**src/rtl/udfu_pkg.sv**
```systemverilog
`default_nettype none

package udfu_pkg;

  localparam int unsigned BLOCK_SIZE   = 1024;
  localparam int unsigned POLL_TIMEOUT = 20;

  localparam logic [15:0] BLOCK_SIZE_W = 16'(BLOCK_SIZE);

  // reset values of the configuration registers
  localparam logic [31:0] APP_BASE_RST   = 32'h0800_2000;
  localparam logic [31:0] APP_LENGTH_RST = 32'd491520;

  typedef enum logic [3:0] {
    OP_SETIFACE   = 4'd0,
    OP_GETIFACE   = 4'd1,
    OP_OTHERSTD   = 4'd2,
    OP_DETACH     = 4'd3,
    OP_DNLOAD     = 4'd4,
    OP_UPLOAD     = 4'd5,
    OP_GETSTATUS  = 4'd6,
    OP_CLRSTATUS  = 4'd7,
    OP_GETSTATE   = 4'd8,
    OP_ABORT      = 4'd9,
    OP_OTHERCLASS = 4'd10,
    OP_OTHER      = 4'd11
  } dfu_op_e;

  typedef enum logic [3:0] {
    ST_APP_IDLE   = 4'd0,
    ST_APP_DETACH = 4'd1,
    ST_IDLE       = 4'd2,
    ST_DNSYNC     = 4'd3,
    ST_DNBUSY     = 4'd4,
    ST_DNIDLE     = 4'd5,
    ST_MANSYNC    = 4'd6,
    ST_MANIFEST   = 4'd7,
    ST_MANWAIT    = 4'd8,
    ST_UPIDLE     = 4'd9,
    ST_ERROR      = 4'd10
  } dfu_state_e;

  typedef enum logic [3:0] {
    CFG_APP_BASE      = 4'd0,
    CFG_APP_LENGTH    = 4'd1,
    CFG_EEPROM_BASE   = 4'd2,
    CFG_EEPROM_LENGTH = 4'd3,
    CFG_EEPROM_ENABLE = 4'd4,
    CFG_UPLOAD_ENABLE = 4'd5,
    CFG_DETACH_ENABLE = 4'd6,
    CFG_NOSYNC_MODE   = 4'd7
  } cfg_reg_e;

  localparam logic [3:0] STAT_OK      = 4'd0;
  localparam logic [3:0] STAT_ADDRESS = 4'd8;
  localparam logic [3:0] STAT_STALLED = 4'd15;

  typedef struct packed {
    dfu_op_e     op;
    logic [15:0] w_index;
    logic [15:0] w_value;
    logic [15:0] w_length;
    logic [3:0]  write_status;
  } dfu_req_t;

  typedef struct packed {
    logic        respond;
    logic [3:0]  dfu_state;
    logic [3:0]  dfu_status;
    logic        interface_sel;
    logic [31:0] mem_address;
    logic [12:0] block_count;
    logic        do_write;
    logic        do_read;
    logic        detach;
    logic        arm_transfer_timeout;
  } dfu_rsp_t;

endpackage

`default_nettype wire

```
**src/rtl/usb_dfu_request_state_machine_core.sv**
```systemverilog
`default_nettype none

// DFU 1.1 class request engine. Each decoded control request on the input channel
// is answered by exactly one response on the output channel, carrying the ack/stall
// decision, the reported DFU state and status, the alternate setting and, for
// download and upload, the block address and byte count. Decode and the state update
// sit between the request handshake and the response register, so one request is
// accepted per clock while the response register is empty or being drained. The
// user must write configuration through the cfg channel while no request is in
// flight, which the block does not enforce; region changes take effect at the next return to dfuIDLE.
module usb_dfu_request_state_machine_core
  import udfu_pkg::*;
(
  input  wire logic        clk_i,
  input  wire logic        rst_ni,

  input  wire logic        cfg_valid_i,
  output logic             cfg_ready_o,
  input  wire logic [3:0]  cfg_index_i,
  input  wire logic [31:0] cfg_data_i,

  input  wire logic        in_valid_i,
  output logic             in_ready_o,
  input  wire dfu_req_t    in_req_i,

  output logic             out_valid_o,
  input  wire logic        out_ready_i,
  output dfu_rsp_t         out_rsp_o
);

  logic [31:0] app_base_q, app_length_q, eeprom_base_q, eeprom_length_q;
  logic        eeprom_en_q, upload_en_q, detach_en_q, nosync_q;

  dfu_state_e  state_q, state_d;
  logic [3:0]  status_q, status_d;
  logic        alt_q, alt_d;
  logic [31:0] addr_q, addr_d;
  logic [31:0] left_q, left_d;

  logic        out_valid_q;
  dfu_rsp_t    rsp_q, rsp_d;

  logic        accept;
  logic        bad_req;
  logic        go_idle;

  // ---------------------------------------------------------------- config
  assign cfg_ready_o = 1'b1;

  always_ff @(posedge clk_i or negedge rst_ni) begin
    if (!rst_ni) begin
      app_base_q      <= APP_BASE_RST;
      app_length_q    <= APP_LENGTH_RST;
      eeprom_base_q   <= '0;
      eeprom_length_q <= '0;
      eeprom_en_q     <= 1'b0;
      upload_en_q     <= 1'b0;
      detach_en_q     <= 1'b0;
      nosync_q        <= 1'b0;
    end else if (cfg_valid_i) begin
      unique case (cfg_reg_e'(cfg_index_i))
        CFG_APP_BASE:      app_base_q      <= cfg_data_i;
        CFG_APP_LENGTH:    app_length_q    <= cfg_data_i;
        CFG_EEPROM_BASE:   eeprom_base_q   <= cfg_data_i;
        CFG_EEPROM_LENGTH: eeprom_length_q <= cfg_data_i;
        CFG_EEPROM_ENABLE: eeprom_en_q     <= cfg_data_i[0];
        CFG_UPLOAD_ENABLE: upload_en_q     <= cfg_data_i[0];
        CFG_DETACH_ENABLE: detach_en_q     <= cfg_data_i[0];
        CFG_NOSYNC_MODE:   nosync_q        <= cfg_data_i[0];
        default: ;
      endcase
    end
  end

  // ---------------------------------------------------------------- decode
  logic        set_ok;
  logic        oversize;
  logic        dn_state_ok;
  logic        dn_past_end;
  logic        up_ok;
  logic [15:0] up_cnt;
  logic [31:0] len_ext;

  assign accept   = in_valid_i && in_ready_o;
  assign len_ext  = {16'b0, in_req_i.w_length};
  assign set_ok   = (in_req_i.w_index == 16'd0) &&
                    ((in_req_i.w_value == 16'd0) ||
                     ((in_req_i.w_value == 16'd1) && eeprom_en_q));
  assign oversize = in_req_i.w_length > BLOCK_SIZE_W;
  assign dn_state_ok = (state_q == ST_IDLE) || (state_q == ST_DNSYNC) ||
                       (state_q == ST_DNIDLE);
  assign dn_past_end = len_ext > left_q;
  assign up_ok    = upload_en_q && !oversize &&
                    ((state_q == ST_IDLE) || (state_q == ST_UPIDLE));
  // when bytes_left is not the larger it is at most w_length, so 16 bits hold it
  assign up_cnt   = (len_ext < left_q) ? in_req_i.w_length : left_q[15:0];

  // ---------------------------------------------------------------- next state
  always_comb begin
    state_d  = state_q;
    status_d = status_q;
    alt_d    = alt_q;
    addr_d   = addr_q;
    left_d   = left_q;
    bad_req  = 1'b0;
    go_idle  = 1'b0;

    unique case (in_req_i.op)
      OP_SETIFACE: begin
        if (set_ok) begin
          alt_d   = in_req_i.w_value[0];
          go_idle = 1'b1;
        end
      end
      OP_DETACH: bad_req = !detach_en_q;
      OP_DNLOAD: begin
        if (oversize || !dn_state_ok) begin
          bad_req = 1'b1;
        end else if (in_req_i.w_length == 16'd0) begin
          state_d = ST_MANSYNC;
        end else if (dn_past_end) begin
          status_d = STAT_ADDRESS;
          state_d  = ST_ERROR;
        end else begin
          status_d = in_req_i.write_status;
          if (in_req_i.write_status == STAT_OK) begin
            addr_d  = addr_q + len_ext;
            left_d  = left_q - len_ext;
            state_d = nosync_q ? ST_DNIDLE : ST_DNSYNC;
          end else begin
            state_d = ST_ERROR;
          end
        end
      end
      OP_UPLOAD: begin
        if (!up_ok) begin
          bad_req = 1'b1;
        end else if (left_q == 32'd0) begin
          go_idle = 1'b1;
        end else if (up_cnt != 16'd0) begin
          addr_d  = addr_q + {16'b0, up_cnt};
          left_d  = left_q - {16'b0, up_cnt};
          state_d = ST_UPIDLE;
        end
      end
      OP_GETSTATUS: begin
        unique case (state_q)
          ST_IDLE, ST_DNIDLE, ST_UPIDLE, ST_ERROR: ;
          ST_DNSYNC:  state_d = ST_DNIDLE;
          ST_MANSYNC: go_idle = 1'b1;
          default:    bad_req = 1'b1;
        endcase
      end
      OP_CLRSTATUS: begin
        if (state_q == ST_ERROR) go_idle = 1'b1;
        else bad_req = 1'b1;
      end
      OP_ABORT: begin
        unique case (state_q)
          ST_IDLE, ST_DNSYNC, ST_DNIDLE, ST_MANSYNC, ST_UPIDLE: go_idle = 1'b1;
          default: bad_req = 1'b1;
        endcase
      end
      OP_OTHERCLASS: bad_req = 1'b1;
      default: ;
    endcase

    if (bad_req) begin
      state_d  = ST_ERROR;
      status_d = STAT_STALLED;
    end
    if (go_idle) begin
      state_d  = ST_IDLE;
      status_d = STAT_OK;
      if (alt_d && eeprom_en_q) begin
        addr_d = eeprom_base_q;
        left_d = eeprom_length_q;
      end else begin
        addr_d = app_base_q;
        left_d = app_length_q;
      end
    end
  end

  // ---------------------------------------------------------------- response
  always_comb begin
    rsp_d = '0;
    rsp_d.interface_sel = alt_d;
    // get status reports what the host saw before the request
    if (in_req_i.op == OP_GETSTATUS) begin
      rsp_d.dfu_state  = state_q;
      rsp_d.dfu_status = status_q;
    end else begin
      rsp_d.dfu_state  = state_d;
      rsp_d.dfu_status = status_d;
    end

    unique case (in_req_i.op)
      OP_SETIFACE: rsp_d.respond = !set_ok;
      OP_DETACH: begin
        rsp_d.respond = bad_req;
        rsp_d.detach  = detach_en_q;
      end
      OP_DNLOAD: begin
        rsp_d.respond              = bad_req;
        rsp_d.arm_transfer_timeout = !bad_req;
        if (!bad_req && (in_req_i.w_length != 16'd0) && !dn_past_end) begin
          rsp_d.do_write    = 1'b1;
          rsp_d.mem_address = addr_q;
          rsp_d.block_count = in_req_i.w_length[12:0];
        end
      end
      OP_UPLOAD: begin
        rsp_d.respond              = bad_req;
        rsp_d.arm_transfer_timeout = !bad_req;
        if (!bad_req && (left_q != 32'd0) && (up_cnt != 16'd0)) begin
          rsp_d.do_read     = 1'b1;
          rsp_d.mem_address = addr_q;
          rsp_d.block_count = up_cnt[12:0];
        end
      end
      OP_GETIFACE, OP_GETSTATE: rsp_d.respond = 1'b0;
      OP_GETSTATUS, OP_CLRSTATUS, OP_ABORT, OP_OTHERCLASS: rsp_d.respond = bad_req;
      default: rsp_d.respond = 1'b1;
    endcase
  end

  // ---------------------------------------------------------------- registers
  always_ff @(posedge clk_i or negedge rst_ni) begin
    if (!rst_ni) begin
      state_q  <= ST_IDLE;
      status_q <= STAT_OK;
      alt_q    <= 1'b0;
      addr_q   <= APP_BASE_RST;
      left_q   <= APP_LENGTH_RST;
    end else if (accept) begin
      state_q  <= state_d;
      status_q <= status_d;
      alt_q    <= alt_d;
      addr_q   <= addr_d;
      left_q   <= left_d;
    end
  end

  assign in_ready_o = !out_valid_q || out_ready_i;

  always_ff @(posedge clk_i or negedge rst_ni) begin
    if (!rst_ni) begin
      out_valid_q <= 1'b0;
    end else if (in_ready_o) begin
      out_valid_q <= in_valid_i;
    end
  end

  always_ff @(posedge clk_i) begin
    if (accept) rsp_q <= rsp_d;
  end

  assign out_valid_o = out_valid_q;
  assign out_rsp_o   = rsp_q;

  // ---------------------------------------------------------------- checks
  a_resp_follows: assert property (@(posedge clk_i) disable iff (!rst_ni)
    accept |=> out_valid_o)
    else $error("accepted request produced no response");

  a_err_status: assert property (@(posedge clk_i) disable iff (!rst_ni)
    (state_q == ST_ERROR) == (status_q != STAT_OK))
    else $error("error state and status disagree");

  a_rd_wr_excl: assert property (@(posedge clk_i) disable iff (!rst_ni)
    out_valid_o |-> !(out_rsp_o.do_write && out_rsp_o.do_read))
    else $error("read and write in one response");

  a_count_max: assert property (@(posedge clk_i) disable iff (!rst_ni)
    out_valid_o |-> (out_rsp_o.block_count <= 13'(BLOCK_SIZE)))
    else $error("block count above block size");

endmodule

`default_nettype wire

```
**config.mk**
```make
export PLATFORM = sky130hd
export DESIGN_NAME = usb_dfu_request_state_machine_core
export DESIGN_NICKNAME = d
export VERILOG_FILES = /design/src/rtl/udfu_pkg.sv /design/src/rtl/usb_dfu_request_state_machine_core.sv
export SDC_FILE = /design/constraint.sdc
export NUM_CORES = 1
export LEC_CHECK = 0
export BUFFER_PORTS_ARGS = -buffer_cell sky130_fd_sc_hd__buf_2
export CAP_MARGIN = 20
export CORE_MARGIN = 10
export CORE_UTILIZATION = 50
export CTS_BUF_LIST = sky130_fd_sc_hd__clkbuf_8
export CTS_CLUSTER_SIZE = 14
export DETAILED_ROUTE_END_ITERATION = 6
export HOLD_SLACK_MARGIN = 0.1
export PLACE_DENSITY_LB_ADDON = 0.05
export SETUP_SLACK_MARGIN = 0.3
export SLEW_MARGIN = 25
export SYNTH_ARGS = -nofsm -noshare
export SYNTH_HDL_FRONTEND = slang
export SYNTH_SLANG_ARGS = --single-unit
```
**constraint.sdc**
```tcl
create_clock -name clk_i -period 13.8 [get_ports clk_i]
set_input_delay 0 -clock clk_i [delete_from_list [all_inputs] [get_ports clk_i]]
set_output_delay 0 -clock clk_i [all_outputs]
set_load 0.02 [all_outputs]
```
## After elaboration in Yosys (flattened, before gate mapping)

Index checks and enable logic that the tools add are counted.

| cells by class | value |
|---|---|
| order comparisons | 3 |
| reduce and logical (&&, ||, !) cells | 48 |
| add/subtract/negate cells | 4 |
| eq/ne operators | 30 |
| muxes and demuxes | 60 |

Operators by type and width:

| cell | number |
|---|---|
| 2-to-1 mux 32 bit | 18 |
| case mux 32 bit (2 select lines) | 2 |
| case mux 45 bit (2 select lines) | 1 |
| adder 32 x 16 -> 32 bit | 2 |
| 2-to-1 mux 4 bit | 16 |
| subtractor 32 x 16 -> 32 bit | 2 |
| logical NOT 16 bit | 3 |
| 2-to-1 mux 46 bit | 1 |
| 2-to-1 mux 45 bit | 1 |
| == test 4 x 3 -> 1 bit (second input constant) | 10 |
| > comparator 16 x 32 -> 1 bit | 1 |
| logical NOT 32 bit | 1 |
| less-than comparator 16 x 32 -> 1 bit | 1 |
| nonzero test 16 bit | 2 |
| nonzero test 32 bit | 1 |
| != test 3 bit (second input constant) | 7 |
| == test 4 x 2 -> 1 bit (second input constant) | 5 |
| == test 4 bit (second input constant) | 5 |
| == test 16 x 1 -> 1 bit (second input constant) | 1 |
| > comparator 16 x 11 -> 1 bit (second input constant) | 1 |
| 2-to-1 mux 16 bit | 1 |
| AND reduction 2 bit | 8 |
| 2-to-1 mux 1 bit | 14 |
| logical NOT 4 bit | 3 |
| 16 further kinds | 38 |

| word-level totals | value |
|---|---|
| bits of input ports | 97 |
| flip-flop bits (word level) | 265 |
| output and inout bits | 62 |
| word-level logic and storage cells | 169 |

## Longest topological paths before layout

| logic depth | value |
|---|---|
| word-level depth | 12 |
| mapped depth | 25 |
| gate-level depth less buffers | 23 |

## Worst setup path after synthesis

OpenSTA, ideal clock, no wires.

| timing path | value |
|---|---|
| path type | register -> register |
| from | register left_q[0] |
| to | register addr_q[29] |
| setup time | 0.125 ns |
| buffers on the path | 3 |
| stages on the path, launching flop included | 23 |
| data required time | 13.675 ns |
| clock period less this slack | 5.311 ns |
| arrival time | 5.186 ns |
| path slack | 8.489 ns |
| path through | dfrtp_1 -> inv_1 -> ha_1 -> fa_1 -> nand2b_1 -> a211oi_1 -> o21ai_1 -> a21oi_2 -> clkbuf_1 -> nor2_1 -> clkbuf_1 -> o21ai_0 -> ha_1 -> a21o_1 -> a21o_1 -> a2111oi_2 -> o211ai_1 -> o41ai_1 -> o31ai_1 -> clkbuf_1 -> a41o_1 -> a21oi_1 -> a21oi_1 |

| between the ends | value |
|---|---|
| longest elaborated chain between the ends | 8 |
| elaborated cells between the ends (all ways) | 23 |
| those cells by class | add/sub (1); order compare (2); eq/ne (7); mux (9); reduce/logical (4) |

RTL lines:

| what | RTL line | RTL |
|---|---|---|
| start: declaration | usb_dfu_request_state_machine_core.sv:38 | `logic [31:0] left_q, left_d;` |
| start signal: assignment | usb_dfu_request_state_machine_core.sv:241 | `left_q <= left_d;` |
| less-than comparator 16 x 32 -> 1 bit | usb_dfu_request_state_machine_core.sv:96 | `assign up_cnt = (len_ext < left_q) ? in_req_i.w_length : left_q[15:0];` |
| 2-to-1 mux 16 bit | usb_dfu_request_state_machine_core.sv:96 |  |
| adder 32 x 16 -> 32 bit | usb_dfu_request_state_machine_core.sv:141 | `addr_d = addr_q + {16'b0, up_cnt};` |
| 2-to-1 mux 32 bit | usb_dfu_request_state_machine_core.sv:140 | `end else if (up_cnt != 16'd0) begin` |
| 2-to-1 mux 32 bit | usb_dfu_request_state_machine_core.sv:138 | `end else if (left_q == 32'd0) begin` |
| 2-to-1 mux 32 bit | usb_dfu_request_state_machine_core.sv:136 | `if (!up_ok) begin` |
| case mux 32 bit (2 select lines) | usb_dfu_request_state_machine_core.sv:108 | `unique case (in_req_i.op)` |
| 2-to-1 mux 32 bit | usb_dfu_request_state_machine_core.sv:172 | `if (go_idle) begin` |
| end signal: assignment | usb_dfu_request_state_machine_core.sv:240 | `addr_q <= addr_d;` |
| end: declaration | usb_dfu_request_state_machine_core.sv:37 | `logic [31:0] addr_q, addr_d;` |

Parallel ways exist; a longest one is shown, timed or not. The select of a mux whose other input is x is not followed.
A chain may end at the register's enable or synchronous reset.

## Worst setup path after layout

| timing path | value |
|---|---|
| from | register left_q[0] |
| to | register addr_q[25] |

Same word-level chain as after synthesis.

==> results.sh <==
export IMPL_p_int_mw=1.798
export IMPL_seq_power_share_pct=39.9
export IMPL_top_layer="met5"
export IMPL_die_w_um=197.4
export IMPL_cts_max_path_buffers=3
export IMPL_wire_per_inst_um=22.80
export IMPL_vias_per_cell=6.037
export IMPL_wl_met3_um=3657
export IMPL_synth_cell_types=100
export IMPL_maxCapViolCount=0
export IMPL_synth_mux_area_share_pct=11.17
export IMPL_core_area_um2=30830
export IMPL_grt_start_max_net_pins=71
export IMPL_setup_tns_ps=0
export IMPL_slew_violations=0
export IMPL_grt_pass1_wl_um=79870
export IMPL_reg2reg_depth=22
export IMPL_yosys_area_share_xor_xnor_pct=1.948
export IMPL_grt_use_total_pct=26.08
export IMPL_yosys_top_cells_area="dfrtp_1 31%, edfxtp_1 11%, mux2_2 9.8%"
export IMPL_setup_violations_final=0
export IMPL_drive_gt1_share_pct=23.48
export IMPL_drt_met1_wl_um=22630
export IMPL_start_kind="flip-flop"
export IMPL_synth_flop_cell="dfrtp_1"
export IMPL_ys_async_sr_fraction_pct=77.74
export IMPL_required_ps=14320
export IMPL_hold_path_class="in2reg"
export IMPL_syn_inst=1614
export IMPL_crit_type="reg2reg"
export IMPL_synth_compound_area_share_pct=17.52
export IMPL_maxSlewHeadroom_pct=35.25
export IMPL_clkSlewWorstSetupHoldPaths_ps=70
export IMPL_syn_nets=1747
export IMPL_firstDrtPassIters=5
export IMPL_clock_sinks=265
export IMPL_drt_iter0_markers=1063
export IMPL_fmax_mhz=170.0
export IMPL_p_per_area_nw_per_um2=152.5
export IMPL_holdPathEnd="eeprom_base_q[15]$_DFFE_PN0P_"
export IMPL_place_ws_ps=8090
export IMPL_wirelength_um=51480
export IMPL_syn_area_um2=15740
export IMPL_port_buffers=157
export IMPL_period_needed_ps=5883
export IMPL_globalRouteOverflowTotal=0
export IMPL_ys_ff_latch=265
export IMPL_cts_resized=0
export IMPL_die_h_um=197.4
export IMPL_combinationalPowerShare_pct=34.1
export IMPL_p_leak_nw=8.088
export IMPL_cp_max_fo=30
export IMPL_fin_nets=1955
export IMPL_vdd_drop_max_mv=0.09308
export IMPL_final_hold_viol_count=0
export IMPL_swShare_pct=36.35
export IMPL_htree_levels=2
export IMPL_gp_congestion=0.9404
export IMPL_ioPinCount=159
export IMPL_met2WireLength_um=23610
export IMPL_regToRegStartpoint="left_q[0]$_DFFE_PN0P_"
export IMPL_syn_avg_cell_area_um2=9.750
export IMPL_routed_via_count=13630
export IMPL_r2r_end="addr_q[25]$_DFFE_PN0P_"
export IMPL_clockPowerShare_pct=26.0
export IMPL_rrSetupSlack_ps=7920
export IMPL_rows=64
export IMPL_syn_to_final_growth_pct=17.73
export IMPL_final_core_utilization_pct=60.09
export IMPL_skew_ps=36.71
export IMPL_drcViolationCount=0
export IMPL_clk_latency_ps=600
export IMPL_fin_ws_ps=7917
export IMPL_yosys_area_share_simple_pct=17.87
export IMPL_cts_buffers_inserted=47
export IMPL_cp_end_kind="flip-flop"
export IMPL_rsz0062_at_grt="false"
export IMPL_start_util_pct=51.04
export IMPL_synth_fa_ha_area_share_pct=3.594
export IMPL_grt_pass1_vias=13350
export IMPL_antenna_found_initial=3
export IMPL_hpwl_um=35930
export IMPL_worst_pin_slew_ps=963.2
export IMPL_outcome="finished, final reports clean"
export IMPL_p_switching_mw=1.027
export IMPL_fin_crit_sh_pct=42.63
export IMPL_arrival_ps=6400
export IMPL_ys_warn_count=0
export IMPL_synth_seq_area_share_pct=44.12
export IMPL_dieArea_um2=38970
export IMPL_synth_edff_count=59
export IMPL_worstHoldPathCells=3
export IMPL_cts_tree="yes"
export IMPL_synth_area_leader_cell="dfrtp_1"
export IMPL_min_from="cfg_data_i[15]"
export IMPL_root_buffer="clkbuf_8"
export IMPL_synth_top_area_share_pct=30.69
export IMPL_ant_nets=0
export IMPL_instances_no_fill=2258
export IMPL_place_inst=2095
export IMPL_synth_top_family_by_area="simple AND/OR/NAND/NOR gates"
==> routing by layer <==
layer  vias to the layer above  global-route usage (%)
li1                       6368                       -
met1                      6701                   34.98
met2                       467                   41.78
met3                        93                   4.497
met4                         2                   9.057
met5                         -                       0
==> placed cells by master (no fill, tap or decap), types with 18 or more instances in the layout <==
cell           netlist  routed
nand2_1            228     225
dfrtp_1            193     193
buf_2               16     156
mux2_2             137     137
a21oi_1            100     100
nor2_1              83      83
o21ai_0             76      76
dlygate4sd3_1        0      72
inv_1               42      61
edfxtp_1            59      59
clkbuf_8             0      54
and2_1              40      38
nand3_1             37      37
ha_1                34      34
nor3_1              34      33
nand2b_1            25      25
nand4_1             25      25
buf_4                9      22
nor4_1              23      20
nor2b_1             20      20
mux2i_1             20      20
a21o_1              19      19
o211ai_1            19      19
xnor2_1             18      18
==> worst max-delay path by stage <==
stage	from	endpoint	slack, ps	cells past startpoint
final	left_q[0]$_DFFE_PN0P_	addr_q[25]$_DFFE_PN0P_	7920	22
after global routing	left_q[0]$_DFFE_PN0P_	addr_q[28]$_DFFE_PN0P_	7440	22
after detailed placement	left_q[0]$_DFFE_PN0P_	addr_q[25]$_DFFE_PN0P_	8090	22
after floorplan	left_q[0]$_DFFE_PN0P_	addr_q[29]$_DFFE_PN0P_	8490	22
after global placement	left_q[0]$_DFFE_PN0P_	addr_q[25]$_DFFE_PN0P_	8220	22
after CTS	left_q[0]$_DFFE_PN0P_	addr_q[25]$_DFFE_PN0P_	8020	22
==> area by class of cell <==
type / count / area (um^2)
antenna: 1 / 2.502
clock buffer: 53 / 729.5
clock inverter: 35 / 206.4
fill: 2636 / 12300
inverter: 43 / 161.4
multi-input combinational: 1212 / 8253
sequential: 265 / 6943
tap: 396 / 495.5
timing repair buffer: 253 / 1735
==> logic make-up after synthesis <==
| logic type | after synthesis |
|---|---|
| AND/OR/NAND/NOR | 576 |
| AO/OA/AOI/OAI | 396 |
| flip-flops | 265 |
| multiplexers | 158 |
| buffers and inverters | 137 |
| adder cells (fa/ha/maj) | 46 |
| XOR/XNOR | 35 |
| other | 1 |
==> registers in the layout (all words and copies together), names as in the netlist <==
signal,cells
left_q,32
upload_en_q,1
status_q,4
app_length_q,32
detach_en_q,1
state_q,4
eeprom_length_q,32
addr_q,32
out_valid_o,1
alt_q,1
app_base_q,32
nosync_q,1
out_rsp_o,59
eeprom_en_q,1
eeprom_base_q,32
==> synth_stat cells (9+ instances only) <==
master	count
a21oi_1	100
ha_1	34
a31oi_1	17
and2_1	40
a22o_1	12
o21a_1	14
nor4_1	23
a211oi_1	9
and3_1	16
inv_1	42
edfxtp_1	59
buf_1	9
o22a_1	12
nand3_1	37
dfrtp_1	193
nand2_1	228
o211ai_1	19
or3_1	11
nand2b_1	25
clkbuf_1	57
nor3_1	34
a21o_1	19
o21ai_0	76
maj3_1	10
nor2b_1	20
dfstp_2	13
xor2_1	17
xnor2_1	18
buf_4	9
nand4_1	25
mux2_2	137
buf_2	16
mux2i_1	20
nor2_1	83
==> power by group through the flow <==
stage / clock, mW / sequential [mW] / combinational (mW)
3_5_place_dp: 0 / 1.14 / 0.930
2_1_floorplan: 0 / 1.08 / 0.728
6_report: 0.734 / 1.13 / 0.964
3_3_place_gp: 0 / 1.13 / 0.927
4_1_cts: 0.748 / 1.12 / 0.954
5_1_grt: 0.782 / 1.15 / 1.07
==> critical path, stage by stage (launching register included) <==
cell,delay [ps]
dfrtp_1,380
inv_1,100
ha_1,230
fa_1,400
nand2b_1,190
a211oi_1,310
o21ai_1,250
a21oi_2,170
buf_4,310
nor2_1,90
buf_4,230
o21ai_0,230
ha_1,270
a21o_1,170
a21o_1,210
a2111oi_2,510
o211ai_1,210
o41ai_1,590
o31ai_1,150
buf_4,210
and3_1,220
a22oi_1,190
o22a_1,160
==> timing repair <==
action                    in CTS  in global routing
setup buffers                  0                  0
hold endpoints to repair     255                  0
hold buffers                  73                  0
==> metrics by stage <==
stage | total power [mW] | hold slack [ps] | cell area (um^2)
global placement | 2.055 | 107.0 | 16810
finish | 2.825 | 218.9 | 18530
CTS | 2.825 | 190.1 | 18490
detailed placement | 2.067 | 102.8 | 16810
floorplan | 1.805 | -295.6 | 15740
global route | 2.999 | 221.1 | 18530
Note: power is estimated with default switching activity, not from simulation.
